--- config.mk ---
export PLATFORM = sky130hd
export DESIGN_NAME = vdlc_scan
export DESIGN_NICKNAME = d
export VERILOG_FILES = /design/src/vdlc_pkg.sv /design/src/vdlc_scan.sv
export SDC_FILE = /design/constraint.sdc
export NUM_CORES = 1
export LEC_CHECK = 0
export CORE_UTILIZATION = 44
export CTS_CLUSTER_DIAMETER = 60
export DETAILED_ROUTE_END_ITERATION = 6
export DONT_BUFFER_PORTS = 1
export GPL_ROUTABILITY_DRIVEN = 0
export PLACE_DENSITY = 0.58
export SLEW_MARGIN = 20
export SYNTH_ARGS = -nofsm -noshare
export SYNTH_HDL_FRONTEND = slang
export SYNTH_SLANG_ARGS = --single-unit
--- constraint.sdc ---
create_clock -name clk -period 7.5 [get_ports clk]
set_clock_uncertainty 0.1 [all_clocks]
set_input_delay 0.375 -clock clk [delete_from_list [all_inputs] [get_ports clk]]
set_output_delay 0.375 -clock clk [all_outputs]
set_load 0.05 [all_outputs]
--- src/vdlc_pkg.sv ---
`timescale 1ns / 1ps
// ----------------------------------------------------------------------------
// vdlc_pkg
// Shared types and constants of the vertical delta line coder.
// ----------------------------------------------------------------------------
package vdlc_pkg;

  // Default line store depth in bytes
  localparam int LINE_MAX_DEF = 4096;

  // Smallest line pitch honoured; smaller values act as this
  localparam int MIN_PITCH = 16;

  // Coded width granule is 16 bytes; this is the round-up mask
  localparam int GRANULE_MASK = 15;

  // APB register map
  localparam int APB_ADDR_W = 4;
  localparam int APB_DATA_W = 32;

  typedef enum logic [1:0] {
    REG_DECODE_MODE = 2'd0,
    REG_ROW_BYTES   = 2'd1,
    REG_LINE_PITCH  = 2'd2,
    REG_FRAME_ROWS  = 2'd3
  } reg_idx_t;

  // Configuration register set
  typedef struct packed {
    logic        decode_mode;
    logic [12:0] row_bytes;
    logic [12:0] line_pitch;
    logic [15:0] frame_rows;
  } cfg_t;

  // Per-word control carried from the scan stage into the store stage
  typedef struct packed {
    logic [7:0] pix;
    logic       code;
    logic       row0;
    logic       eof;
    logic       mode;
  } item_t;

endpackage

--- src/vdlc_scan.sv ---
`timescale 1ns / 1ps
// ----------------------------------------------------------------------------
// vdlc_scan
// Raster position counters; classifies each incoming word as coded or padding
// and flags the first row and the end of frame.
// ----------------------------------------------------------------------------
module vdlc_scan #(
  parameter int LineMax = vdlc_pkg::LINE_MAX_DEF
) (
  input  logic                       clk,
  input  logic                       rst,
  input  vdlc_pkg::cfg_t             cfg,
  input  logic                       accept,
  input  logic [7:0]                 pixel_in,
  output vdlc_pkg::item_t            item,
  output logic [$clog2(LineMax)-1:0] col
);
  import vdlc_pkg::*;

  localparam int CW   = $clog2(LineMax);
  localparam int CMPW = ((CW > 14) ? CW : 14) + 1;

  logic [CW-1:0]   column_count;
  logic [15:0]     row_count;
  logic [CMPW-1:0] pitch_w;
  logic [CMPW-1:0] rounded_w;
  logic [CMPW-1:0] coded_w;
  logic [CMPW-1:0] col_inc;
  logic [16:0]     rows_w;
  logic [16:0]     row_inc;
  logic            last_col;
  logic            last_row;

  // Effective pitch, coded width and end-of-line / end-of-frame tests
  always_comb begin
    if (CMPW'(cfg.line_pitch) < CMPW'(MIN_PITCH)) begin
      pitch_w = CMPW'(MIN_PITCH);
    end else if (CMPW'(cfg.line_pitch) > CMPW'(LineMax)) begin
      pitch_w = CMPW'(LineMax);
    end else begin
      pitch_w = CMPW'(cfg.line_pitch);
    end
    rounded_w = CMPW'(cfg.row_bytes) + CMPW'(GRANULE_MASK);
    coded_w   = rounded_w & ~CMPW'(GRANULE_MASK);
    if (coded_w > pitch_w) begin
      coded_w = pitch_w;
    end
    col_inc  = CMPW'(column_count) + CMPW'(1);
    last_col = col_inc >= pitch_w;
    rows_w   = (cfg.frame_rows == 16'd0) ? 17'd1 : {1'b0, cfg.frame_rows};
    row_inc  = {1'b0, row_count} + 17'd1;
    last_row = row_inc >= rows_w;
  end

  assign col       = column_count;
  assign item.pix  = pixel_in;
  assign item.code = CMPW'(column_count) < coded_w;
  assign item.row0 = row_count == 16'd0;
  assign item.eof  = last_col && last_row;
  assign item.mode = cfg.decode_mode;

  // Advance the raster position on each accepted word
  always_ff @(posedge clk) begin
    if (rst) begin
      column_count <= '0;
      row_count    <= '0;
    end else if (accept) begin
      if (last_col) begin
        column_count <= '0;
        row_count    <= last_row ? 16'd0 : row_inc[15:0];
      end else begin
        column_count <= col_inc[CW-1:0];
      end
    end
  end

endmodule

==> impl_metrics.yaml <==
die:
  row_count: 32
  dieHeight_microns: 91.9
  die-area_sq_mm: 0.00845
  core_area_sq_mm: 0.00777
  initial_core_util_pct: 45.8
  die_w_microns: 91.9
  io_pins: 78
global_routing:
  grt_overflow_total: 0
  grt_usage_pct: 21.4
  grt_pass1_vias: 3096
  grt_max_degree: 43
  antenna_found_initial: 0
  grt_pass1_wl_mm: 14.8
power_and_ir_drop:
  swShare_pct: 32.2
  p_per_area_mw_per_mm2: 91.6
  p_int_uw: 220
  p_switching_uw: 105
  vdd_drop_max_uv: 50.7
  p_leak_uw: 0.00146
  p_clk_share_pct: 26.6
  power.share.sequential_pct: 47.9
  combPwrFrac_pct: 25.5
worst_setup_path:
  arrival_ns: 5.12
  worstRegToRegCells: 13
  crit_fanout: 11
  cp.required_ns: 7.03
  cp-start-kind: "primary input"
  cp-end-kind: "output pin"
  worstSetupPathType: "in -> out"
layout:
  drive_above_1_share_pct: 4.27
  num-nets-final: 553
  antenna_cells: 0
  mostFrequentLayoutCells: "nand2_1 (54), ha_1 (52), nand3_1 (36)"
  area_growth_pct: -0.387
  mostFrequentLayoutCell: "nand2_1"
timing:
  rsz0062_at_grt: "false"
  finalCritPeriodShare_pct: 74.7
  fin_setup_tns_ns: 0
  relSlewSlack_pct: 30.2
  timing.fmax_mhz: 179
  slew_viol_final: 0
  worst_pin_slew_ns: 1.05
  fin_crit_ns: 5.60
  hold_viol: 0
  whs_ns: 0.0523
  setup_viol_count_final: 0
yosys:
  ys_ff_latch: 28
  syn_nets: 575
  synth-edff-count: 0
  ys_async_sr_fraction_pct: 0
  syn_area_per_cell_sq_um: 7.59
  synth_area_leaders: "ha_1 (18%), dfxtp_1 (16%), nand2_1 (5.7%)"
  synth-warning-count: 0
  yosysSeqAreaShare_pct: 15.8
  syn_inst: 469
  synth.largest_area_cell: "ha_1"
  netlist.area_leader.share_pct: 18.3
  synth_area_sq_mm: 0.00356
  netlist-cell-type-count: 62
  ys.flop_type: "dfxtp_1"
detailed_routing:
  post_drt_wl_per_cell_microns: 16.3
  num_vias: 3328
  drt_wl_total_mm: 8.91
  drt_iter0_drc: 142
  drtPass1Iterations: 6
  drc: 0
  ant_nets: 0
  viasPerCell: 6.08
clock_network:
  cts-root-buf: "clkbuf_8"
  hold_buffers: 0
  cts_max_level: 1
  clk_pin_slew_ns: 0.11
  clock_latency_ns: 0.28
  cts-buffers-inserted: 3
  ctsResizeCount: 0
  cts_tree: "built"
  cts_setup_buffers: 0
  clock-sinks: 28
  cts_buffer_depth: 2
place:
  io_buffer_count: 0
  dp_hpwl_mm: 7.09
min_path:
  hold_path_depth: 1
  hold_path.class: "in -> reg"
run:
  drv_cap: 0
outcome:
  status: "finished, final reports clean"
critical path: stages:
cell	delay (ns)
nor4_1	0.39
nand3b_1	0.31
o21ai_1	0.47
nand2_1	0.18
ha_1	0.33
a21oi_1	0.15
o21ai_0	0.11
a211oi_1	0.36
o21ai_1	0.35
nand2_1	0.15
o21ai_1	0.08
ha_1	0.32
a21o_1	0.16
a21oi_1	0.18
nor2b_1	0.06
o21ai_0	0.21
nand4_1	0.11
o2bb2ai_1	0.83
power by group through the flow:
stage               clock network [uW]  registers, uW  logic (uW)
floorplan                            0            158        84.2
global placement                     0            159        81.5
detailed placement                   0            159        82.3
CTS                               87.1            155        82.7
global route                      91.9            156        95.6
finish                            86.5            156        82.8
cells by family after synthesis:
group,count (synthesis),share of synthesized area [%]
AO/OA/AOI/OAI,96,18.9
XOR/XNOR,32,7.88
adder cells (fa/ha/maj),52,18.3
buffers and inverters,54,8.19
flip-flops,28,15.8
AND/OR/NAND/NOR,207,31.0
worst paths after layout:
path / start / to / slack (ns)
max: cfg[23] / item[3] / 1.90
min: rst / row_count[7] / 0.05
max reg2reg: col[0] / row_count[3] / 2.79
min reg2reg: row_count[1] / row_count[1] / 0.44
final cells by class:
type                    count  area [sq um]
clock buffers               3          41.3
inverters                  25          93.8
flip-flops and latches     28           561
fillers                   812          4220
repair buffers              2          15.0
multi-input cells         387          2710
well taps                 102           128
synthesized netlist by cell type, types with 2 or more instances:
cell and count:
nand3b_1 5, a41o_1 3, buf_4 9, nand4b_1 5, nor2_1 28, ha_1 52, o21ai_1 8, or2_2 4
or3_1 2, buf_2 5, o2bb2ai_1 2, and2_1 7, and3_1 6, and4_1 3, nor2b_1 8, inv_1 25
or4_1 2, o21ai_0 11, o41ai_1 7, a211oi_1 3, nand2_1 54, xor2_1 10, o31ai_1 3, clkbuf_8 3
nand3_1 36, nor3_1 7, a21o_1 4, clkbuf_1 9, nand4_1 15, nand2b_1 3, nor3b_1 3, xnor2_1 22
a32oi_1 6, a31oi_1 11, nor4_1 11, a21oi_1 24, dfxtp_1 28
through the flow:
stage | util (%) | area [sq um] | instances | power [uW] | setup slack, ns
global route | 45.6 | 3540 | 547 | 343 | 1.47
detailed placement | 45.1 | 3500 | 544 | 241 | 1.97
global placement | 45.1 | 3500 | 544 | 240 | 2.03
CTS | 45.6 | 3540 | 547 | 325 | 1.94
finish | 45.6 | 3540 | 547 | 325 | 1.90
floorplan | - | 3560 | 469 | 242 | 2.74
state kept, by name (all words and copies together) (netlist names):
register   flops
col           12
row_count     16
routing by layer:
metal | track usage (%) | vias to the layer above | routed length [microns] | share of wire (%)
met3 | 1.82 | 8 | 493 | 5.5
met1 | 32.4 | 1554 | 4440 | 50
met4 | 4.43 | 0 | 77 | 0.86
li1 | - | 1682 | - | -
met2 | 32.7 | 84 | 3890 | 44
met5 | 0 | - | 0 | 0
No activity file was read; power rests on OpenSTA's default activity.
