===== src/vdlc_pkg.sv =====
`timescale 1ns / 1ps
// ----------------------------------------------------------------------------
// vdlc_pkg
// Shared types and constants of the vertical delta line coder.
// ----------------------------------------------------------------------------
package vdlc_pkg;

  // Default line store depth in bytes
  localparam int LINE_MAX_DEF = 4096;

  // Smallest line pitch honoured; smaller values act as this
  localparam int MIN_PITCH = 16;

  // Coded width granule is 16 bytes; this is the round-up mask
  localparam int GRANULE_MASK = 15;

  // APB register map
  localparam int APB_ADDR_W = 4;
  localparam int APB_DATA_W = 32;

  typedef enum logic [1:0] {
    REG_DECODE_MODE = 2'd0,
    REG_ROW_BYTES   = 2'd1,
    REG_LINE_PITCH  = 2'd2,
    REG_FRAME_ROWS  = 2'd3
  } reg_idx_t;

  // Configuration register set
  typedef struct packed {
    logic        decode_mode;
    logic [12:0] row_bytes;
    logic [12:0] line_pitch;
    logic [15:0] frame_rows;
  } cfg_t;

  // Per-word control carried from the scan stage into the store stage
  typedef struct packed {
    logic [7:0] pix;
    logic       code;
    logic       row0;
    logic       eof;
    logic       mode;
  } item_t;

endpackage


===== src/vdlc_regs.sv =====
`timescale 1ns / 1ps
// ----------------------------------------------------------------------------
// vdlc_regs
// APB configuration registers: decode mode, row bytes, line pitch, frame rows.
// ----------------------------------------------------------------------------
module vdlc_regs (
  input  logic                              clk,
  input  logic                              rst,
  input  logic                              psel,
  input  logic                              penable,
  input  logic                              pwrite,
  input  logic [vdlc_pkg::APB_ADDR_W-1:0]   paddr,
  input  logic [vdlc_pkg::APB_DATA_W-1:0]   pwdata,
  output logic [vdlc_pkg::APB_DATA_W-1:0]   prdata,
  output logic                              pready,
  output vdlc_pkg::cfg_t                    cfg
);
  import vdlc_pkg::*;

  reg_idx_t reg_idx;
  logic     wr_en;

  assign reg_idx = reg_idx_t'(paddr[3:2]);
  assign pready  = 1'b1;
  assign wr_en   = psel && penable && pwrite && pready;

  // Write registers on the access phase
  always_ff @(posedge clk) begin
    if (rst) begin
      cfg.decode_mode <= 1'b0;
      cfg.row_bytes   <= 13'd16;
      cfg.line_pitch  <= 13'd16;
      cfg.frame_rows  <= 16'd3;
    end else if (wr_en) begin
      unique case (reg_idx)
        REG_DECODE_MODE: cfg.decode_mode <= pwdata[0];
        REG_ROW_BYTES:   cfg.row_bytes   <= pwdata[12:0];
        REG_LINE_PITCH:  cfg.line_pitch  <= pwdata[12:0];
        REG_FRAME_ROWS:  cfg.frame_rows  <= pwdata[15:0];
        default: ;
      endcase
    end
  end

  // Read back
  always_comb begin
    prdata = '0;
    unique case (reg_idx)
      REG_DECODE_MODE: prdata = {{(APB_DATA_W-1){1'b0}}, cfg.decode_mode};
      REG_ROW_BYTES:   prdata = {{(APB_DATA_W-13){1'b0}}, cfg.row_bytes};
      REG_LINE_PITCH:  prdata = {{(APB_DATA_W-13){1'b0}}, cfg.line_pitch};
      REG_FRAME_ROWS:  prdata = {{(APB_DATA_W-16){1'b0}}, cfg.frame_rows};
      default:         prdata = '0;
    endcase
  end

endmodule


===== config.mk =====
export PLATFORM = sky130hd
export DESIGN_NAME = vdlc_regs
export DESIGN_NICKNAME = d
export VERILOG_FILES = /design/src/vdlc_pkg.sv /design/src/vdlc_regs.sv
export SDC_FILE = /design/constraint.sdc
export NUM_CORES = 1
export LEC_CHECK = 0
export BUFFER_PORTS_ARGS = -buffer_cell sky130_fd_sc_hd__buf_4
export CELL_PAD_IN_SITES_DETAIL_PLACEMENT = 0
export CELL_PAD_IN_SITES_GLOBAL_PLACEMENT = 2
export CORE_ASPECT_RATIO = 1.75
export CORE_MARGIN = 5
export CORE_UTILIZATION = 24
export CTS_BUF_LIST = sky130_fd_sc_hd__clkbuf_8
export CTS_CLUSTER_DIAMETER = 80
export CTS_CLUSTER_SIZE = 14
export DETAILED_ROUTE_END_ITERATION = 8
export PLACE_DENSITY = 0.84
export REMOVE_ABC_BUFFERS = 1
export SLEW_MARGIN = 20
export SYNTH_ARGS = -nofsm -noshare
export SYNTH_HDL_FRONTEND = slang
export SYNTH_SLANG_ARGS = --single-unit

===== constraint.sdc =====
create_clock -name clk -period 1 [get_ports clk]
set_input_delay 0.2 -clock clk [delete_from_list [all_inputs] [get_ports clk]]
set_output_delay 0.2 -clock clk [all_outputs]
set_load 0.02 [all_outputs]

==> flow_summary.json, run 1 <==
{
  "seq_area_frac_synth": 0.3835,
  "setup_viol": 46,
  "crit_slowest_cell": "mux4_2",
  "cts_hold_buf": 0,
  "cts_buffers": 5,
  "grt_usage": 0.1165,
  "path_max_fanout": 2,
  "ff2ff_path_depth": 4,
  "nets": 389,
  "yosys_warnings": 0,
  "path_cells": "mux4_2 > buf_6",
  "grt_pass1_vias": 2012,
  "placedCellCount": 441,
  "top_register": "cfg",
  "grt-ovfl-total": 0,
  "worstSetupEndpointType": "primary output",
  "synthCells": 220,
  "fmax_ghz": 0.6901,
  "ctsRootBufferMaster": "clkbuf_8",
  "power.switching_uw": 933.9,
  "cts.sinks": 43,
  "p_seq_frac": 0.464,
  "critical_path_required_ns": 0.80,
  "port_buffers": 81,
  "drive_gt1_frac": 0.6017,
  "area_growth_pct": 74.97,
  "syn_avg_cell_area_um2": 10.20,
  "post-route-period-util": 1.449,
  "powerDensity_mw_per_mm2": 962.6,
  "cap_violations": 0,
  "cp_num_cells": 2,
  "reg.largest.list": "cfg (43)",
  "ir_drop_uv": 936.6,
  "crit_type": "register to primary output",
  "cp.buffers_inverters": 1,
  "vias": 1986,
  "max_stage_delay_ns": 0.48,
  "grt_max_degree": 63,
  "htreeDepth": 2,
  "ant_nets": 0,
  "p_sw_frac": 0.2470,
  "clock_power_share": 0.377,
  "routed_wl_um": 6927,
  "antenna_found_initial": 0,
  "synth_seq_cells": 43,
  "wl_per_cell_um": 14.77,
  "rsz0062_at_grt": "yes",
  "grt_pass1_wl_um": 10470,
  "avgViaCountPerCell": 4.235,
  "startpoint_type": "register",
  "dieArea_mm2": 0.01146,
  "clock_skew_ns": 0,
  "fin_ws_ns": -0.4490,
  "status": "finished with violations",
  "start_util": 0.2468,
  "die_width_um": 83.11,
  "internal-power_mw": 2.847,
  "power_leakage_nw": 1.835,
  "arrival_ns": 1.25,
  "largest_reg_flops": 43,
  "gp_congestion": 0.7264,
  "combPwrFrac": 0.159,
  "io_pins": 117,
  "finalNonFillerCells": 469,
  "first_pass_iters": 4,
  "drc": 0,
  "row_count": 46,
  "finalCriticalPeriod_ns": 1.449,
  "violations": "setup timing",
  "cts_tree": "done",
  "dp_hpwl_um": 4677,
  "clk_latency_ns": 0.30,
  "hold-path-cell-count": 3,
  "netlist_area_mm2": 0.002245,
  "drt_iter0_drc": 55,
  "die_h_um": 137.9,
  "hold_path.class": "input pin to register",
  "n_antenna_cell": 0,
  "power_mw": 3.781,
  "maxSlewViolCount": 0,
  "finalHoldViolCount": 0,
  "ys_types": 20,
  "cpLargestDelayFamily": "multiplexers",
  "coreArea_mm2": 0.009094,
  "cts.clk_slew.worst_paths_ns": 0.08,
  "cts_max_path_buffers": 2
}
## per-stage QoR
step	instance area (um^2)	hold WS [ns]	util	setup slack (ns)	setup TNS (ns)
2_1_floorplan	2076	0.3547	-	-0.3094	-5.429
5_1_grt	3928	0.1671	0.4319	-0.4891	-10.05
3_5_place_dp	3163	0.4783	0.3478	-0.4053	-18.31
3_3_place_gp	3163	0.4709	0.3478	-0.3941	-17.15
6_report	3928	0.1588	0.4319	-0.4490	-7.956
4_1_cts	3777	0.1379	0.4154	-0.4712	-8.280
## worst reg2reg max path, stage by stage (launching register included)
cell,delay (ns)
dfxtp_2,0.32
buf_4,0.12
buf_6,0.11
nor2_1,0.09
mux2i_1,0.07
## area by class of cell
| type | instances | area (um^2) |
|---|---|---|
| clock buffers | 6 | 82.58 |
| clock inverters | 2 | 35.03 |
| fillers | 938 | 5166 |
| multi-input cells | 159 | 1249 |
| flip-flops and latches | 43 | 914.6 |
| well taps | 120 | 150.1 |
| repair buffers | 139 | 1496 |
## cell usage after synthesis, drive strengths merged
cell / n / area [um^2]
a22o: 12 / 105.1
and2b: 1 / 10.01
and3: 5 / 36.28
buf: 26 / 198.9
clkbuf: 7 / 26.28
conb: 2 / 7.510
dfxtp: 43 / 860.8
mux2: 12 / 135.1
mux2i: 43 / 430.4
mux4: 1 / 22.52
nand2: 1 / 6.260
nand2b: 55 / 344.1
nand3: 2 / 10.01
nand3b: 1 / 7.510
nor2: 7 / 26.28
nor3: 1 / 5.000
nor3b: 1 / 12.51
## cells in the final DEF, fill, tap and decap left out
cell type,instances
buf_6,100
nand2b_1,55
dfxtp_2,43
mux2i_1,42
buf_4,33
conb_1,17
mux2_2,12
a22o_1,12
nor2_1,7
clkbuf_8,6
buf_12,4
and3_4,3
and3_1,2
nand3_1,2
and2b_4,1
mux4_2,1
nand2_8,1
nor3b_4,1
nand3b_1,1
nor3_1,1
mux2i_2,1
clkinv_2,1
bufinv_16,1
buf_16,1
buf_8,1
## kinds of logic (layout without fill, tap and decap cells)
group	after synthesis	in the layout	synth area share
AO/OA/AOI/OAI	12	12	0.04682
buffers and inverters	33	147	0.1003
multiplexers	56	56	0.2620
AND/OR/NAND/NOR	74	74	0.2040
flip-flops	43	43	0.3835
other	2	17	0.003346
## layer usage
metal / share of wire / wire (um) / global-route usage
met1: 0.37 / 2593 / 0.1212
met5: 0 / 0 / 0
met2: 0.55 / 3799 / 0.2219
met4: 0.014 / 94 / 0.03818
met3: 0.063 / 439 / 0.03508
## worst paths after layout
path         startpoint   endpoint  slack (ns)
max              cfg[0]  prdata[0]       -0.45
min          pwdata[13]    cfg[13]        0.16
max reg2reg      cfg[0]     cfg[0]        0.18
min reg2reg     cfg[36]    cfg[36]        0.49
## power groups by stage
stage / sequential (mW) / clock (mW) / combinational (mW)
after CTS: 1.75 / 1.49 / 0.589
after floorplan: 1.81 / 0 / 0.220
final: 1.75 / 1.43 / 0.601
after global routing: 1.76 / 1.55 / 0.642
after global placement: 1.79 / 0 / 0.509
after detailed placement: 1.79 / 0 / 0.514
## repair_timing
action	CTS	global route
gates cloned	1	0
setup endpoints to repair	82	72
gates resized for setup	140	20
pin swaps	0	1
buffers inserted	8	19
No activity file was read; power rests on OpenSTA's default activity.
==> run 2, diff against run 1 <==
--- a/config.mk
+++ b/config.mk
@@ -10,12 +10,12 @@
 export CELL_PAD_IN_SITES_GLOBAL_PLACEMENT = 2
 export CORE_ASPECT_RATIO = 1.75
 export CORE_MARGIN = 5
-export CORE_UTILIZATION = 24
+export CORE_UTILIZATION = 26
 export CTS_BUF_LIST = sky130_fd_sc_hd__clkbuf_8
 export CTS_CLUSTER_DIAMETER = 80
 export CTS_CLUSTER_SIZE = 14
 export DETAILED_ROUTE_END_ITERATION = 8
-export PLACE_DENSITY = 0.84
+export PLACE_DENSITY = 0.87
 export REMOVE_ABC_BUFFERS = 1
 export SLEW_MARGIN = 20
 export SYNTH_ARGS = -nofsm -noshare
==> constraint.sdc (replaced) <==
create_clock -name clk -period 1.6 [get_ports clk]
set_input_delay 0.32 -clock clk [delete_from_list [all_inputs] [get_ports clk]]
set_output_delay 0.32 -clock clk [all_outputs]
set_load 0.02 [all_outputs]
==> flow_summary.json, run 2 (synthesis gave the netlist of run 1 again) <==
{
  "status": "completed",
  "grt_pass1_wl_um": 9756,
  "hold_path.class": "input pin to register",
  "port_buffers": 81,
  "grt_usage": 0.1206,
  "fin_ws_ns": 0.02944,
  "nFillCells": 918,
  "startpoint_type": "register",
  "coreArea_mm2": 0.008558,
  "clk_latency_ns": 0.30,
  "top_register": "cfg",
  "ctsRootBufferMaster": "clkbuf_8",
  "finalCriticalPeriod_ns": 1.571,
  "largest_reg_flops": 43,
  "wl_per_cell_um": 14.97,
  "grt_max_degree": 63,
  "reg.largest.list": "cfg (43)",
  "rsz0062_at_grt": "yes",
  "drc": 0,
  "max_stage_delay_ns": 0.46,
  "first_pass_iters": 4,
  "dp_hpwl_um": 4364,
  "ir_drop_uv": 353.2,
  "drive_gt1_frac": 0.4575,
  "setup_viol": 0,
  "ant_nets": 0,
  "place_worst_setup_slack_ns": -0.05410,
  "arrival_ns": 1.25,
  "routed_wl_um": 6331,
  "antenna_found_initial": 0,
  "fmax_ghz": 0.6367,
  "row_count": 45,
  "drt_iter0_drc": 55,
  "htreeDepth": 2,
  "n_antenna_cell": 0,
  "path_max_fanout": 3,
  "vias": 1794,
  "cts_hold_buf": 0,
  "cts_tree": "done",
  "gp_congestion": 0.6868,
  "maxSlewViolCount": 0,
  "layout_common_cells": "buf_4 (87), nand2b_1 (55), mux2i_1 (43)",
  "die_width_um": 80.24,
  "path_cells": "mux4_2 > buf_6",
  "critical_path_required_ns": 1.28,
  "die_h_um": 132.9,
  "holdWs_ns": 0.2701,
  "finalHoldViolCount": 0,
  "cts_buffers": 5,
  "cts_max_path_buffers": 2,
  "nets": 346,
  "post-route-period-util": 0.9816,
  "io_pins": 117,
  "clock_skew_ns": 0,
  "cts.sinks": 43,
  "avgViaCountPerCell": 4.241,
  "grt_pass1_vias": 1813,
  "cts.clk_slew.worst_paths_ns": 0.09,
  "power_leakage_nw": 1.487,
  "crit_slowest_cell": "mux4_2",
  "dieArea_mm2": 0.01066,
  "worstSetupEndpointType": "primary output",
  "cap_violations": 0,
  "final_common_cell": "buf_4",
  "grt-ovfl-total": 0,
  "start_util": 0.2623,
  "crit_type": "register to primary output",
  "area_growth_pct": 39.13,
  "powerDensity_mw_per_mm2": 678.1
}
## run 2: final timing paths
path	from	end	slack [ns]	cells after the start
worst min-delay path	pwdata[15]	cfg[15]	0.27	3
worst max register to register	cfg[1]	cfg[1]	0.86	3
worst min register to register	cfg[42]	cfg[42]	0.48	2
worst max-delay path	cfg[29]	prdata[0]	0.03	2
## run 2: final cells by class
class / count / area [um^2] / share of cell area
clock inverter: 3 / 20.02 / 0.006410
timing repair buffer: 95 / 769.5 / 0.2464
multi-input combinational: 160 / 1234 / 0.3950
sequential: 43 / 884.6 / 0.2833
tap: 117 / 146.4 / 0.04687
clock buffer: 5 / 68.82 / 0.02204
## run 2: what timing repair did
item	4_1_cts	5_1_grt
gates resized for setup	6	20
cloned	1	0
buffers inserted	1	5
hold endpoints to repair	0	0
setup endpoints to repair	13	10
## run 2: where the power goes
group,switching [mW],internal (mW)
registers,0.0106,1.08
logic,0.172,0.141
clock network,0.406,0.304
total,0.589,1.53
## run 2: layer usage
metal / vias to the layer above / GRT usage / wire length, um
met5: - / 0 / 0
met4: 0 / 0.04229 / 97
met3: 7 / 0.03270 / 402
met2: 65 / 0.2173 / 3333
met1: 842 / 0.1319 / 2496
li1: 880 / - / -
## run 2: stage by stage
step | utilization | power, mW | cell area, um^2 | instances | TNS [ns]
after floorplan | - | 1.272 | 2076 | 202 | 0
after detailed placement | 0.3428 | 1.423 | 2934 | 408 | -0.3119
after global routing | 0.3649 | 2.234 | 3123 | 423 | -0.01256
after CTS | 0.3564 | 2.162 | 3050 | 418 | 0
after global placement | 0.3428 | 1.420 | 2934 | 408 | -0.2989
final | 0.3649 | 2.118 | 3123 | 423 | 0
## run 2: critical path, delay by kind of cell, from the launching register on
family / cells / cell delay [ns]
mux: 1 / 0.46
buf+inv: 1 / 0.15
flops: 1 / 0.34
==> run 3, diff against run 2 <==
--- a/config.mk
+++ b/config.mk
@@ -15,7 +15,7 @@
 export CTS_CLUSTER_DIAMETER = 80
 export CTS_CLUSTER_SIZE = 14
 export DETAILED_ROUTE_END_ITERATION = 8
-export PLACE_DENSITY = 0.87
+export PLACE_DENSITY = 0.78
 export REMOVE_ABC_BUFFERS = 1
 export SLEW_MARGIN = 20
 export SYNTH_ARGS = -nofsm -noshare
==> flow_summary.json, run 3 (synthesis gave the netlist of run 1 again) <==
{
  "antenna_found_initial": 0,
  "die_width_um": 80.24,
  "drc": 0,
  "setup_viol": 0,
  "top_register": "cfg",
  "vias": 1782,
  "n_antenna_cell": 0,
  "avgViaCountPerCell": 4.233,
  "status": "completed",
  "layout_common_cells": "buf_4 (90), nand2b_1 (55), mux2i_1 (43)",
  "finalCriticalPeriod_ns": 1.572,
  "htreeDepth": 2,
  "cts_buffers": 5,
  "fmax_ghz": 0.6363,
  "combPwrFrac": 0.133,
  "placedCellCount": 409,
  "crit_type": "register to primary output",
  "final_common_cell": "buf_4",
  "ir_drop_uv": 371.4,
  "clock_power_share": 0.386,
  "clk_latency_ns": 0.30,
  "powerDensity_mw_per_mm2": 738.6,
  "placed_area_mm2": 0.002904,
  "grt-ovfl-total": 0,
  "ctsRootBufferMaster": "clkbuf_8",
  "cts_hold_buf": 0,
  "stdcell_area_mm2": 0.003080,
  "drive_gt1_frac": 0.4342,
  "area_growth_pct": 37.24,
  "dieArea_mm2": 0.01066,
  "drt_iter0_drc": 53,
  "clock_skew_ns": 0,
  "startpoint_type": "register",
  "first_pass_iters": 4,
  "start_util": 0.2623,
  "routed_wl_um": 6212,
  "path_max_fanout": 3,
  "internal-power_mw": 1.723,
  "arrival_ns": 1.25,
  "grt_pass1_vias": 1878,
  "finalNonFillerCells": 421,
  "hold_path.class": "input pin to register",
  "fin_util": 0.3599,
  "io_pins": 117,
  "ant_nets": 0,
  "power.switching_uw": 552.2,
  "cts.clk_slew.worst_paths_ns": 0.08,
  "cap_violations": 0,
  "maxSlewViolCount": 0,
  "cts.sinks": 43,
  "wl_per_cell_um": 14.76,
  "p_seq_frac": 0.481,
  "rsz0062_at_grt": "yes",
  "port_buffers": 81,
  "worstSetupEndpointType": "primary output",
  "post-route-period-util": 0.9822,
  "grt_max_degree": 63,
  "cts_max_path_buffers": 2,
  "p_sw_frac": 0.2427,
  "grt_pass1_wl_um": 9860,
  "nets": 344,
  "critical_path_required_ns": 1.28,
  "grt_usage": 0.1198,
  "finalSetupTns_ns": 0,
  "cts_tree": "done",
  "reg.largest.list": "cfg (43)",
  "holdWs_ns": 0.2792,
  "coreArea_mm2": 0.008558,
  "finalHoldViolCount": 0,
  "power_leakage_nw": 1.479,
  "gp_congestion": 0.6733,
  "dp_hpwl_um": 4412,
  "row_count": 45,
  "largest_reg_flops": 43,
  "die_h_um": 132.9
}
==> run 3: cell count changes in the layout (fill, tap and decap cells not counted), moves of 2 or more <==
cell,delta
dfxtp_1,+6
dfxtp_2,-6
buf_12,-3
buf_4,+3
buf_6,-2
clkinvlp_4,-2
==> run 3: cell type report <==
type / instances / area, um^2
fill: 925 / 5478
multi-input combinational: 160 / 1230
sequential: 43 / 877.1
timing repair buffer: 93 / 709.4
tap: 117 / 146.4
clock buffer: 6 / 82.58
clock inverter: 2 / 35.03
==> run 3: per-stage QoR <==
stage          setup WS (ns)  total power, mW
2_1_floorplan         0.1706            1.272
6_report             0.02844            2.275
4_1_cts            0.0005391            2.318
3_3_place_gp        -0.05774            1.416
3_5_place_dp        -0.07029            1.419
5_1_grt             -0.01235            2.379
==> run 3: final timing paths <==
check                           startpoint         to  slack [ns]  cells past startpoint
worst min-delay path             pwdata[0]     cfg[0]        0.28                      3
worst min register to register      cfg[4]     cfg[4]        0.48                      2
worst max register to register      cfg[0]     cfg[0]        0.88                      3
worst max-delay path               cfg[29]  prdata[0]        0.03                      2
==> run 3: power groups by stage <==
stage / Sequential (mW) / Clock, mW / Combinational [mW]
after floorplan: 1.13 / 0 / 0.137
after global placement: 1.12 / 0 / 0.296
after detailed placement: 1.12 / 0 / 0.299
after CTS: 1.09 / 0.916 / 0.307
after global routing: 1.10 / 0.955 / 0.327
final: 1.09 / 0.877 / 0.303
==> run 3: per-layer routing <==
metal | track usage | routed length, um | up-vias
li1 | - | - | 872
met1 | 0.1362 | 2422 | 833
met2 | 0.2062 | 3243 | 72
met3 | 0.03610 | 450 | 5
met4 | 0.04511 | 95 | 0
met5 | 0 | 0 | -
==> run 3: what timing repair did <==
action,in CTS,in global routing
cloned,1,0
gates resized for setup,5,12
buffers inserted,2,1
setup endpoints to repair,13,6
==> run 3: worst max-delay path: stages (launching register included) <==
cell and delay, ns:
dfxtp_2 0.34, mux4_2 0.47, buf_6 0.15
